## src/hw/rtl/tdcrb_pkg.sv

```systemverilog
// ----------------------------------------------------------------------------
// tdcrb_pkg
// Shared types and constants for the readout block-chain checker.
// ----------------------------------------------------------------------------
`default_nettype none

package tdcrb_pkg;

  localparam int MAX_CARDS_DEF = 256;

  typedef logic [1:0] status_t;
  typedef logic [3:0] cause_t;
  typedef logic [3:0] phase_t;

  // status codes
  localparam status_t ST_OK      = 2'd0;
  localparam status_t ST_MISSING = 2'd1;
  localparam status_t ST_CORRUPT = 2'd2;

  // cause codes
  localparam cause_t CAUSE_NONE          = 4'd0;
  localparam cause_t CAUSE_SHORT_HEADER  = 4'd1;
  localparam cause_t CAUSE_MARKER        = 4'd2;
  localparam cause_t CAUSE_TRIGGER       = 4'd3;
  localparam cause_t CAUSE_LINK          = 4'd4;
  localparam cause_t CAUSE_CARD          = 4'd5;
  localparam cause_t CAUSE_CHANNEL       = 4'd6;
  localparam cause_t CAUSE_EVENT_COUNT   = 4'd7;
  localparam cause_t CAUSE_MISMATCH      = 4'd8;
  localparam cause_t CAUSE_SHORT_PAYLOAD = 4'd9;

  // block phases: header word expected next, or payload
  localparam phase_t PHASE_WORD0   = 4'd0;
  localparam phase_t PHASE_EVCNT   = 4'd2;
  localparam phase_t PHASE_MATCH   = 4'd6;
  localparam phase_t PHASE_LENGTH  = 4'd7;
  localparam phase_t PHASE_PAYLOAD = 4'd8;

  // header field constants
  localparam logic [7:0]  HDR_MARKER    = 8'h34;
  localparam logic [7:0]  CHAN_NO_COUNT = 8'hff;
  localparam logic [7:0]  CHAN_LIMIT    = 8'd16;
  localparam logic [15:0] COUNT_SAT     = 16'hffff;

  // configuration register indexes
  localparam logic [1:0] CFG_TRIGGER     = 2'd0;
  localparam logic [1:0] CFG_LINK        = 2'd1;
  localparam logic [1:0] CFG_CARD_COUNT  = 2'd2;
  localparam logic [1:0] CFG_EVENT_COUNT = 2'd3;

  typedef struct packed {
    logic [3:0]  expected_trigger;
    logic [1:0]  link_id;
    logic [8:0]  card_count;
    logic [15:0] expected_event_count;
  } cfg_t;

  typedef struct packed {
    status_t     status;
    cause_t      cause;
    logic [15:0] blocks_done;
  } result_t;

endpackage

`default_nettype wire

```

## src/hw/rtl/tdcrb_word0_check.sv

```systemverilog
// ----------------------------------------------------------------------------
// tdcrb_word0_check
// Field checks on header word 0, first fault wins.
// ----------------------------------------------------------------------------
`default_nettype none

module tdcrb_word0_check #(
  parameter int MAX_CARDS = tdcrb_pkg::MAX_CARDS_DEF
) (
  input  tdcrb_pkg::cfg_t   cfg,
  input  logic [31:0]       word,
  output tdcrb_pkg::cause_t cause
);
  import tdcrb_pkg::*;

  localparam logic [8:0] CardCap = 9'(MAX_CARDS);

  logic [8:0] card_limit;
  logic [7:0] channel;

  assign card_limit = (cfg.card_count > CardCap) ? CardCap : cfg.card_count;
  assign channel    = word[31:24];

  // priority: marker, trigger, link, card, channel
  always_comb begin
    if (word[7:0] != HDR_MARKER) begin
      cause = CAUSE_MARKER;
    end else if (word[11:8] != cfg.expected_trigger) begin
      cause = CAUSE_TRIGGER;
    end else if (word[15:12] != {2'b00, cfg.link_id}) begin
      cause = CAUSE_LINK;
    end else if ({1'b0, word[23:16]} >= card_limit) begin
      cause = CAUSE_CARD;
    end else if (channel >= CHAN_LIMIT && channel != CHAN_NO_COUNT) begin
      cause = CAUSE_CHANNEL;
    end else begin
      cause = CAUSE_NONE;
    end
  end

endmodule

`default_nettype wire

```

## src/hw/rtl/tdcrb_parser.sv

```systemverilog
// ----------------------------------------------------------------------------
// tdcrb_parser
// Block-chain parse state, updated once per word; builds the buffer status.
// ----------------------------------------------------------------------------
`default_nettype none

module tdcrb_parser #(
  parameter int MAX_CARDS = tdcrb_pkg::MAX_CARDS_DEF
) (
  input  logic               clk,
  input  logic               rst,
  input  logic               en,
  input  logic [31:0]        word,
  input  logic               last,
  input  tdcrb_pkg::cfg_t    cfg,
  output tdcrb_pkg::result_t result
);
  import tdcrb_pkg::*;

  phase_t      phase,        phase_next;
  logic [29:0] payload_left, payload_left_next;
  logic [23:0] saved_header, saved_header_next;
  cause_t      pending,      pending_next;
  logic        err,          err_next;
  cause_t      final_cause,  final_cause_next;
  logic [15:0] blocks,       blocks_next;
  logic        skip_count,   skip_count_next;

  cause_t      w0_cause;
  logic [29:0] left_dec;
  logic        done;   // block completes on this word

  tdcrb_word0_check #(
    .MAX_CARDS (MAX_CARDS)
  ) u_w0 (
    .cfg   (cfg),
    .word  (word),
    .cause (w0_cause)
  );

  assign left_dec = payload_left - 30'd1;

  always_comb begin
    phase_next        = phase;
    payload_left_next = payload_left;
    saved_header_next = saved_header;
    pending_next      = pending;
    err_next          = err;
    final_cause_next  = final_cause;
    blocks_next       = blocks;
    skip_count_next   = skip_count;
    done              = 1'b0;

    if (!err) begin
      if (phase == PHASE_PAYLOAD) begin
        payload_left_next = left_dec;
        done              = (left_dec == '0);
      end else begin
        phase_next = phase + 4'd1;
        case (phase)
          PHASE_WORD0: begin
            saved_header_next = word[23:0];
            skip_count_next   = (word[31:24] == CHAN_NO_COUNT);
            pending_next      = w0_cause;
          end
          PHASE_EVCNT: begin
            if (pending == CAUSE_NONE && !skip_count &&
                word[15:0] != cfg.expected_event_count) begin
              pending_next = CAUSE_EVENT_COUNT;
            end
          end
          PHASE_MATCH: begin
            if (pending == CAUSE_NONE && word[23:0] != saved_header) begin
              pending_next = CAUSE_MISMATCH;
            end
          end
          PHASE_LENGTH: begin
            if (pending != CAUSE_NONE) begin
              err_next         = 1'b1;
              final_cause_next = pending;
              phase_next       = phase;
            end else begin
              payload_left_next = word[31:2];
              phase_next        = PHASE_PAYLOAD;
              done              = (word[31:2] == '0);
            end
          end
          default: begin
          end
        endcase
      end
      if (done) begin
        blocks_next     = (blocks != COUNT_SAT) ? blocks + 16'd1 : blocks;
        phase_next      = PHASE_WORD0;
        pending_next    = CAUSE_NONE;
        skip_count_next = 1'b0;
      end
    end

    // status from the state after this word
    result.blocks_done = blocks_next;
    if (err_next) begin
      result.cause  = final_cause_next;
      result.status = (final_cause_next == CAUSE_SHORT_HEADER ||
                       final_cause_next == CAUSE_SHORT_PAYLOAD) ? ST_MISSING : ST_CORRUPT;
    end else if (phase_next == PHASE_WORD0) begin
      result.status = ST_OK;
      result.cause  = CAUSE_NONE;
    end else if (phase_next == PHASE_PAYLOAD) begin
      result.status = ST_MISSING;
      result.cause  = CAUSE_SHORT_PAYLOAD;
    end else begin
      result.status = ST_MISSING;
      result.cause  = CAUSE_SHORT_HEADER;
    end
  end

  always_ff @(posedge clk) begin
    if (rst || (en && last)) begin
      phase        <= PHASE_WORD0;
      payload_left <= '0;
      saved_header <= '0;
      pending      <= CAUSE_NONE;
      err          <= 1'b0;
      final_cause  <= CAUSE_NONE;
      blocks       <= '0;
      skip_count   <= 1'b0;
    end else if (en) begin
      phase        <= phase_next;
      payload_left <= payload_left_next;
      saved_header <= saved_header_next;
      pending      <= pending_next;
      err          <= err_next;
      final_cause  <= final_cause_next;
      blocks       <= blocks_next;
      skip_count   <= skip_count_next;
    end
  end

endmodule

`default_nettype wire

```

## src/hw/rtl/tdc_readout_block_checker_core.sv

```systemverilog
// ----------------------------------------------------------------------------
// tdc_readout_block_checker_core
// Checks an event buffer streamed one word per transfer as a chain of
// 8-word-header blocks and reports one status on the last word.
// ----------------------------------------------------------------------------
//
//  channel  | dir | payload                                     | handshake
//  ---------+-----+---------------------------------------------+-------------
//  s_axis   | in  | tdata[31:0] word, tlast = last word         | tvalid/tready
//  m_axis   | out | tdata: status[1:0] cause[5:2] blocks[21:6]  | tvalid/tready
//  cfg      | in  | cfg_addr register index, cfg_data value     | cfg_we
//
//  One word per cycle sustained while the result side is not stalled. A word
//  sits in the input register until the output slot is free; at that edge the
//  parser updates and a last word's status lands in the output register, which
//  drives the result stream.
//  The output register only loads when empty or being taken, so a stalled
//  result holds the parser and, once the input register fills, s_axis_tready.
//  Reset (rst, synchronous) clears both stages, the parse state and the
//  registers to their defaults (card_count = 1, others 0).
//
`default_nettype none

module tdc_readout_block_checker_core #(
  parameter int MAX_CARDS = tdcrb_pkg::MAX_CARDS_DEF
) (
  input  logic        clk,
  input  logic        rst,
  // input stream
  input  logic        s_axis_tvalid,
  output logic        s_axis_tready,
  input  logic [31:0] s_axis_tdata,   // [31:0] data_word
  input  logic        s_axis_tlast,   // last_word
  // result stream
  output logic        m_axis_tvalid,
  input  logic        m_axis_tready,
  output logic [23:0] m_axis_tdata,   // [1:0] status, [5:2] cause, [21:6] blocks_done
  // configuration writes
  input  logic        cfg_we,
  input  logic [1:0]  cfg_addr,
  input  logic [15:0] cfg_data
);
  import tdcrb_pkg::*;

  cfg_t        cfg;

  // input register
  logic        in_valid;
  logic [31:0] in_word;
  logic        in_last;

  // output register
  result_t     res;
  result_t     res_next;

  logic        advance;   // output slot free at this edge
  logic        proc;      // input-register word consumed by the parser

  assign advance       = !m_axis_tvalid || m_axis_tready;
  assign proc          = in_valid && advance;
  assign s_axis_tready = !in_valid || advance;

  // configuration registers
  always_ff @(posedge clk) begin
    if (rst) begin
      cfg.expected_trigger     <= '0;
      cfg.link_id              <= '0;
      cfg.card_count           <= 9'd1;
      cfg.expected_event_count <= '0;
    end else if (cfg_we) begin
      unique case (cfg_addr)
        CFG_TRIGGER:     cfg.expected_trigger     <= cfg_data[3:0];
        CFG_LINK:        cfg.link_id              <= cfg_data[1:0];
        CFG_CARD_COUNT:  cfg.card_count           <= cfg_data[8:0];
        CFG_EVENT_COUNT: cfg.expected_event_count <= cfg_data[15:0];
        default: begin
        end
      endcase
    end
  end

  // input stage: refills whenever its word moves on
  always_ff @(posedge clk) begin
    if (rst) begin
      in_valid <= 1'b0;
    end else if (s_axis_tready) begin
      in_valid <= s_axis_tvalid;
    end
  end

  always_ff @(posedge clk) begin
    if (s_axis_tready) begin
      in_word <= s_axis_tdata;
      in_last <= s_axis_tlast;
    end
  end

  tdcrb_parser #(
    .MAX_CARDS (MAX_CARDS)
  ) u_parser (
    .clk    (clk),
    .rst    (rst),
    .en     (proc),
    .word   (in_word),
    .last   (in_last),
    .cfg    (cfg),
    .result (res_next)
  );

  // result register: only the last word of a buffer yields a transfer
  always_ff @(posedge clk) begin
    if (rst) begin
      m_axis_tvalid <= 1'b0;
    end else if (advance) begin
      m_axis_tvalid <= proc && in_last;
    end
  end

  always_ff @(posedge clk) begin
    if (proc && in_last) begin
      res <= res_next;
    end
  end

  assign m_axis_tdata = {2'b00, res.blocks_done, res.cause, res.status};

endmodule

`default_nettype wire

```

## config.mk

```make
export PLATFORM = sky130hd
export DESIGN_NAME = tdc_readout_block_checker_core
export DESIGN_NICKNAME = d
export VERILOG_FILES = /design/src/hw/rtl/tdcrb_pkg.sv /design/src/hw/rtl/tdcrb_word0_check.sv /design/src/hw/rtl/tdcrb_parser.sv /design/src/hw/rtl/tdc_readout_block_checker_core.sv
export SDC_FILE = /design/constraint.sdc
export NUM_CORES = 1
export LEC_CHECK = 0
export BUFFER_PORTS_ARGS = -buffer_cell sky130_fd_sc_hd__buf_2
export CORE_AREA = 2 2 227 139
export DETAILED_ROUTE_END_ITERATION = 16
export DIE_AREA = 0 0 229 141
export SETUP_SLACK_MARGIN = 0.1
export SLEW_MARGIN = 5
export SYNTH_ARGS = -nofsm -noshare
export SYNTH_HDL_FRONTEND = slang
export SYNTH_SLANG_ARGS = --single-unit
```

## constraint.sdc

```tcl
create_clock -name clk -period 3.65 [get_ports clk]
set_input_delay 0.365 -clock clk [delete_from_list [all_inputs] [get_ports clk]]
set_output_delay 0.365 -clock clk [all_outputs]
set_load 0.02 [all_outputs]
```

-- After elaboration in Yosys (flattened, before gate mapping)
Index checks and enable logic that the tools add are counted.
- word-level logic and storage cells: 121
- output and inout port bits: 26
- bits of input ports: 56
- flip-flop bits (word level): 172
- bitwise operators: 2
- $add $sub $neg: 3
- eq/ne operators: 22
- $lt $le $gt $ge: 3
- multiplexer cells: 41
- reduce and logical (&&, ||, !) cells: 31
- operators with widths (operator ; count):
    two-way mux 30 bit ; 3
    logical NOT 30 bit ; 2
    two-way mux 4 bit ; 14
    two-way mux 16 bit ; 3
    subtractor 30 x 1 -> 30 bit (second input constant) ; 1
    != test 24 bit ; 1
    adder 16 x 1 -> 16 bit (second input constant) ; 1
    != test 16 bit ; 1
    != test 16 bit (second input constant) ; 1
    two-way mux 3 bit ; 5
    equality test 4 bit (second input constant) ; 3
    logical NOT 4 bit ; 3
    two-way mux 6 bit ; 2
    case mux 4 bit (3 select lines) ; 1
    AND reduction 4 bit ; 3
    two-way mux 1 bit ; 11
    greater-or-equal comparator 8 x 9 -> 1 bit ; 1
    greater-than comparator 9 bit (second input constant) ; 1
    two-way mux 9 bit ; 1
    equality test 4 x 3 -> 1 bit (second input constant) ; 2
    equality test 8 bit (second input constant) ; 1
    greater-or-equal comparator 8 x 5 -> 1 bit (second input constant) ; 1
    != test 8 x 6 -> 1 bit (second input constant) ; 1
    != test 8 bit (second input constant) ; 1
    other kinds (20) ; 38

-- Logic depth before layout (Yosys ltp)
Gate-level depths: netlist (run 1).
- depth in word-level cells: 11
- mapped depth: 11
- gate-level depth less buffers: 9

-- Modules after synthesis
Synthesis (run 1) repeated with hierarchy kept, for this count alone.
- cell total of the unflattened synthesis: 1054
- area, all modules: 9415.3 um2
- modules (own cells, without submodules) (module ; seq. area each (um2) ; cells an instance ; instances ; area an instance (um2)):
    tdcrb_parser ; 1681.6 ; 810 ; 1 ; 5943.2
    tdc_readout_block_checker_core ; 2312.2 ; 191 ; 1 ; 3064.2
    tdcrb_word0_check ; 0.0 ; 53 ; 1 ; 407.9

-- Worst setup path before layout (run 1)
Ideal clock, no wire load.
- path type: register to register
- from: reg u_parser.payload_left[8]
- to: reg res, in the netlist m_axis_tdata[18], data pin
- setup slack: 0.367 ns
- cell stages (with the launch flop): 10
- arrival: 3.024 ns
- clock period less this slack: 3.283 ns
- data required time: 3.390 ns
- path buffers: 2
- cells stage by stage: dfxtp_1 -> buf_6 -> or4_4 -> or4_1 -> nor4_2 -> o211ai_2 -> o41a_1 -> buf_6 -> nor3_1 -> mux2_2
- RTL lines (element ; RTL line ; source):
    start, declared ; tdcrb_parser.sv:21 ; logic [29:0] payload_left, payload_left_next;
    start signal, assigned ; tdcrb_parser.sv:130 ; payload_left <= payload_left_next;
    end signal, assigned ; tdc_readout_block_checker_core.sv:121 ; res <= res_next;
    end, declared ; tdc_readout_block_checker_core.sv:53 ; result_t res;

-- Worst setup path after layout (run 1)
- from: reg u_parser.payload_left[8]
- to: reg u_parser.blocks[4]
- cells in the longest elaborated chain, start to end: 6
- ends and longest elaborated chain (element ; RTL line ; source):
    subtractor 30 x 1 -> 30 bit ; tdcrb_parser.sv:41 ; assign left_dec = payload_left - 30'd1;
    logical NOT 30 bit ; tdcrb_parser.sv:57 ; done = (left_dec == '0);
    two-way mux 1 bit ; tdcrb_parser.sv:55 ; if (phase == PHASE_PAYLOAD) begin
    two-way mux 1 bit ; tdcrb_parser.sv:54 ; if (!err) begin
    two-way mux 16 bit ; tdcrb_parser.sv:92 ; if (done) begin
    two-way mux 16 bit ; tdcrb_parser.sv:54 ;
    end signal, assigned ; tdcrb_parser.sv:135 ; blocks <= blocks_next;
    end, declared ; tdcrb_parser.sv:26 ; logic [15:0] blocks, blocks_next;
Every way passes these cells. The select of a mux whose other input is x is not followed.
A chain may end at the register's enable or synchronous reset.

==> flow_metrics.tcl, run 1 <==
set metrics [dict create \
    max_stage_delay_ps 580 \
    antenna_found_initial 0 \
    outcome "finished clean" \
    yosysSeqAreaShare 0.4456 \
    crit_chain "or4_4 > or4_1 > nor4_2 > o211ai_2 > o41a_1 > buf_4 > or4_1 > a21oi_1" \
    fill_cells 3172 \
    period_minus_slack_ps 3410 \
    worstSetupEndpointType "flip-flop" \
    ys_warn_count 0 \
    setup_viol 0 \
    fmax_mhz 293.3 \
    ys_ff_latch 172 \
    setup-tns-final_ps 0 \
    wirelength_um 27330 \
    synth_cells 1056 \
    fin_skew_ps 17.36 \
    rows 50 \
    worst_path_most_repeated_cell "or4_1" \
    die_h_um 141 \
    layout.nets 1193 \
    clk_latency_ps 450 \
    regArea_mm2 0.003994 \
    numCtsBuffers 17 \
    die_w_um 229 \
    power_density_mw_per_mm2 407.0 \
    dominantRegCellSynth "dfxtp_1" \
    worstMarginPinSlew_ps 1185 \
    max_slew_margin 0.2103 \
    holdWs_ps 94.66 \
    setup_ws_ps 240.1 \
    crit_path_top_delay_cell "or4_4" \
    cp_max_fo 9 \
    hold_path_class "input port to flip-flop" \
    grt_pass1_vias 7361 \
    vias 8140 \
    tritoncts "done" \
    antenna_cells 0 \
    synth-async-reset-ratio 0 \
    finalInstanceArea_mm2 0.01053 \
    layout-drive-gt1-share 0.1514 \
    clk_pin_slew_ps 70 \
    dr.first_iter.drc_count 889 \
    synth.avg_cell_area_um2 8.488 \
    gp_congestion 0.9262 \
    cp-start-kind "flip-flop" \
    fin_crit_sh 0.9342 \
    syn_to_final_growth_pct 17.50 \
    dp_hpwl_um 19700 \
    syn-cell-area_mm2 0.008964 \
    cp.required_ps 4010 \
    dpl_cell_area_mm2 0.009898 \
    drc 0 \
    port_buffers 79 \
    viasPerCell 5.245 \
    die-area_mm2 0.03229 \
    htree_num_levels 4 \
    drv_slew 0 \
    p_leak_nw 3.889 \
    multi_input_area_mm2 0.004647 \
    grt_pass1_wl_um 42730 \
    coreArea_mm2 0.03053 \
    maxCapViolCount 0 \
    synth_cell_types 68 \
    grt_start_max_net_pins 43 \
    worstPathArrival_ps 3770 \
    cts.sink_count 172 \
    wl_per_cell_um 17.61 \
    synth_edf_count 55 \
    cts-root-buf "clkbuf_16" \
    initial_core_util 0.2936 \
    worst_ir_drop_vdd_v 0.0003056 \
    boundaryPins 82 \
    gr-total-overflow 0 \
    grt_setup_unrepaired "false" \
    grt_use_total 0.1692 \
    drt_pre_antenna_iters 5 \
    pre_cts_ws_ps 183.7 \
    hold_viol 0 \
    p_total_mw 4.287 \
    clockBufferDepth 2 \
    ant_nets 0 \
    critPathKind "flip-flop to flip-flop" \
]
## layout by cell type, fill, tap and decap left out, types with 4 or more instances in the layout
| cell type | count |
|---|---|
| a21o_1 | 4 |
| xor2_1 | 29 |
| nor2b_1 | 8 |
| nor3_1 | 36 |
| nand3b_1 | 6 |
| nand3_1 | 28 |
| and2_1 | 6 |
| nand2b_1 | 18 |
| o21ai_0 | 41 |
| o22ai_1 | 6 |
| buf_4 | 44 |
| a31oi_1 | 7 |
| o211ai_1 | 11 |
| nand4_1 | 18 |
| a21oi_1 | 97 |
| nor2_1 | 80 |
| xnor2_1 | 35 |
| or3_1 | 9 |
| inv_1 | 11 |
| and3_1 | 10 |
| nand2_1 | 183 |
| buf_2 | 79 |
| clkbuf_16 | 17 |
| nor4_1 | 29 |
| a211oi_1 | 9 |
| a22oi_1 | 15 |
| mux2_2 | 5 |
| or4_1 | 18 |
| dfxtp_1 | 117 |
| o21a_1 | 4 |
| ha_1 | 13 |
| mux2i_1 | 9 |
| clkbuf_1 | 4 |
| o31ai_1 | 11 |
| edfxtp_1 | 55 |
## where the power goes
group	leakage, nW	internal [mW]	switching [mW]
logic	2.07	0.113	0.173
registers	1.53	2.02	0.0657
clock network	0.290	1.12	0.795
## worst max-delay path: cells and delay by family (launching register included)
family | cells | cell delay [ps]
compound gates | 3 | 840
buf+inv | 1 | 220
simple gates | 4 | 1890
flops | 1 | 390
## path summary, 6_finish.rpt
kind | startpoint | end | slack [ps] | cells past startpoint
max | u_parser.payload_left[8]$_SDFFE_PP0P_ | u_parser.blocks[4]$_SDFFE_PP0P_ | 240 | 8
min | s_axis_tdata[13] | in_word[13]$_DFFE_PP_ | 90 | 1
max reg2reg | u_parser.payload_left[8]$_SDFFE_PP0P_ | u_parser.blocks[4]$_SDFFE_PP0P_ | 240 | 8
min reg2reg | cfg[23]$_SDFFE_PP0P_ | cfg[23]$_SDFFE_PP0P_ | 460 | 2
## stage by stage
step,utilization,instances
detailed placement,0.3242,1518
floorplan,-,1057
finish,0.3450,1552
CTS,0.3440,1550
global route,0.3450,1552
global placement,0.3242,1518
## synth_stat cells, drive strengths merged, types with 2 or more instances
library cell / instances / share of area
a2111oi: 2 / 0.0020
a211oi: 9 / 0.0075
a21o: 4 / 0.0034
a21oi: 98 / 0.055
a22o: 2 / 0.0020
a22oi: 15 / 0.013
a311oi: 2 / 0.0020
a31oi: 7 / 0.0049
a41oi: 3 / 0.0029
and2: 6 / 0.0042
and3: 10 / 0.0070
and3b: 2 / 0.0020
and4: 2 / 0.0020
buf: 10 / 0.0068
clkbuf: 66 / 0.028
dfxtp: 117 / 0.26
edfxtp: 55 / 0.18
ha: 14 / 0.020
inv: 11 / 0.0046
mux2: 5 / 0.0063
mux2i: 9 / 0.010
nand2: 183 / 0.077
nand2b: 19 / 0.013
nand3: 28 / 0.016
nand3b: 6 / 0.0050
nand4: 18 / 0.013
nor2: 81 / 0.034
nor2b: 8 / 0.0056
nor3: 36 / 0.020
nor4: 30 / 0.022
nor4b: 6 / 0.0073
o211ai: 12 / 0.011
o21a: 4 / 0.0034
o21ai: 41 / 0.023
o21bai: 2 / 0.0017
o22ai: 6 / 0.0042
o311ai: 2 / 0.0020
o31a: 2 / 0.0020
o31ai: 11 / 0.0092
or2: 3 / 0.0021
or3: 9 / 0.0063
or4: 19 / 0.016
xnor2: 35 / 0.034
xor2: 29 / 0.028
## sequential cells by signal, indices dropped and copies added, names as in the netlist
register and count:
u_parser.saved_header 24, u_parser.err 1, m_axis_tvalid 1, in_valid 1, in_word 32, m_axis_tdata 22
u_parser.final_cause 4, in_last 1, cfg 31, u_parser.phase 4, u_parser.skip_count 1, u_parser.pending 4
u_parser.blocks 16, u_parser.payload_left 30
## logic make-up after synthesis
| kind of cell | after synthesis | synth area share |
|---|---|---|
| and+or+nand+nor | 470 | 0.2554 |
| AOI/OAI and AO/OA | 234 | 0.1611 |
| DFF | 172 | 0.4456 |
| buffers and inverters | 87 | 0.03908 |
| xor gates and xnor gates | 64 | 0.06253 |
| adders and majority gates | 14 | 0.01954 |
| muxes | 14 | 0.01633 |
| other | 1 | 0.0004184 |
## timing repair
item / 4_1_cts / 5_1_grt
resized for setup: 0 / 3
endpoints found under the hold margin: 0 / 0
endpoints found under the setup margin: 0 / 22
setup buffers: 0 / 2
hold buffers: 0 / 0
## cell type report
| class | instances | area share |
|---|---|---|
| Timing Repair Buffer | 123 | 0.06890 |
| Clock inverter | 9 | 0.01295 |
| Multi-Input combinational cell | 798 | 0.4412 |
| Tap cell | 416 | 0.04942 |
| Clock buffer | 23 | 0.04443 |
| Inverter | 11 | 0.003920 |
| Sequential cell | 172 | 0.3792 |
## layer usage
layer / track usage / routed length (um)
met5: 0 / 0
met4: 0.04477 / 328
met3: 0.04854 / 2440
met2: 0.2188 / 10450
met1: 0.2648 / 14110
Power figures use the tool's default switching activity.
==> run 2, diff against run 1 <==
==> constraint.sdc (replaced) <==
create_clock -name clk -period 3.35 [get_ports clk]
set_input_delay 0.335 -clock clk [delete_from_list [all_inputs] [get_ports clk]]
set_output_delay 0.335 -clock clk [all_outputs]
set_load 0.02 [all_outputs]
==> run 2 against run 1 <==
Effect of this change:
- clock-buffer cell count down 6
- wire length up 1.7%
- clock skew up 1.4 ps
- largest power group unchanged
==> flow_metrics.tcl, run 2 (same netlist as run 1, synthesis figures left out) <==
set metrics [dict create \
    max_slew_margin 0.2779 \
    port_buffers 79 \
    maxCapViolCount 0 \
    clk_latency_ps 450 \
    wirelength_um 27800 \
    dpl_cell_area_mm2 0.01019 \
    setup-tns-final_ps 0 \
    routed.top_layer "met4" \
    worstPathArrival_ps 3470 \
    clk_pin_slew_ps 80 \
    die-area_mm2 0.03229 \
    p_total_mw 4.727 \
    wl_met2_um 10490 \
    p_leak_nw 4.081 \
    final_cell_mix "nand2_1 (183), dfxtp_1 (117), a21oi_1 (97), nor2_1 (80), buf_2 (79)" \
    switching_share 0.2636 \
    dp_hpwl_um 20390 \
    cp-start-kind "flip-flop" \
    outcome "finished clean" \
    dr.first_iter.drc_count 961 \
    numCtsBuffers 17 \
    rows 50 \
    initial_core_util 0.2936 \
    cts.sink_count 172 \
    fin_skew_ps 18.73 \
    route.met3.wl_um 2913 \
    vias 8219 \
    gr-total-overflow 0 \
    grt_start_max_net_pins 64 \
    worstSetupEndpointType "flip-flop" \
    cp_top_family "compound AO/OA/AOI/OAI gates" \
    setup_ws_ps 240.8 \
    power_density_mw_per_mm2 434.2 \
    crit_chain "inv_1 > ha_1 > buf_4 > or4b_4 > xnor2_1 > o2bb2ai_2 > o211ai_1 > o41a_1 > buf_6 > or4_1 > a21oi_1" \
    internal_power_mw 3.481 \
    gp_congestion 0.9276 \
    grt_setup_unrepaired "false" \
    grt_pass1_vias 7480 \
    layout.nets 1229 \
    tritoncts "done" \
    cts_hold_buf 0 \
    finalInstanceArea_mm2 0.01089 \
    htree_num_levels 4 \
    setup_viol 0 \
    clockBufferDepth 2 \
    max_stage_delay_ps 570 \
    ant_nets 0 \
    met1_length_um 14040 \
    cp.required_ps 3710 \
    die_h_um 141 \
    period_minus_slack_ps 3109 \
    grt_pass1_wl_um 43200 \
    cp_max_fo 6 \
    utilization 0.3566 \
    grt_use_total 0.1721 \
    drt_pre_antenna_iters 6 \
    pre_cts_ws_ps 86.22 \
    fin_crit_sh 0.9281 \
    wl_per_cell_um 17.50 \
    largest_reg_flops 32 \
    p_comb_frac 0.072 \
    layout-drive-gt1-share 0.1834 \
    syn_to_final_growth_pct 21.45 \
    worstMarginPinSlew_ps 1083 \
    largest_register "in_word" \
    viasPerCell 5.176 \
    fmax_mhz 321.6 \
    power.share.clock 0.448 \
    antenna_cells 0 \
    netSwitchingPower_mw 1.246 \
    worst_ir_drop_vdd_v 0.0003245 \
    crit_path_top_delay_cell "o41a_1" \
    boundaryPins 82 \
    critPathKind "flip-flop to flip-flop" \
    path_buf_inv 3 \
    drv_slew 0 \
    top_regs "in_word x32, cfg x31, u_parser.payload_left x30" \
    hold_viol 0 \
    final_common_cell "nand2_1" \
    drc 0 \
    pwr-share-seq 0.479 \
    coreArea_mm2 0.03053 \
    antenna_found_initial 0 \
    hold_path_class "input port to flip-flop" \
    cts-root-buf "clkbuf_16" \
    die_w_um 229 \
]
[run 2: layer usage]
metal,vias to the layer above,global-route usage
met1,3819,0.2727
met4,0,0.04340
met2,364,0.2187
met3,26,0.05036
li1,4010,-
met5,-,0
[run 2: area by class of cell]
type	instances	area [um^2]
timing repair buffer	159	1037
tap	416	520.5
fill	3171	19640
inverter	11	41.29
sequential	172	3994
clock buffer	17	425.4
clock inverter	15	203.9
multi-input combinational	798	4664
[run 2: repair_timing]
action / in CTS / in global routing
pin swaps: 2 / 2
buffers inserted: 2 / 1
setup endpoints to repair: 3 / 17
gates resized for setup: 5 / 3
[run 2: path summary, 6_finish.rpt]
check / endpoint / start / slack, ps / cells past startpoint
hold reg to reg: u_parser.final_cause[3]$_SDFFE_PP0P_ / u_parser.final_cause[3]$_SDFFE_PP0P_ / 470 / 2
setup / recovery: u_parser.blocks[4]$_SDFFE_PP0P_ / u_parser.payload_left[0]$_SDFFE_PP0P_ / 240 / 11
setup reg to reg: u_parser.blocks[4]$_SDFFE_PP0P_ / u_parser.payload_left[0]$_SDFFE_PP0P_ / 240 / 11
hold / removal: in_word[5]$_DFFE_PP_ / s_axis_tdata[5] / 60 / 1
[run 2: metrics by stage]
| stage | hold WS [ps] | cells |
|---|---|---|
| 5_1_grt | 42.49 | 1588 |
| 3_3_place_gp | 443.6 | 1553 |
| 3_5_place_dp | 451.2 | 1553 |
| 6_report | 62.29 | 1588 |
| 2_1_floorplan | 432.7 | 1057 |
| 4_1_cts | 42.44 | 1587 |
[run 2: power groups by stage]
stage	clock, mW	combinational (mW)	sequential [mW]
after floorplan	0	0.204	2.29
after global routing	2.23	0.379	2.27
after detailed placement	0	0.337	2.31
after CTS	2.15	0.339	2.26
final	2.12	0.343	2.26
after global placement	0	0.334	2.31
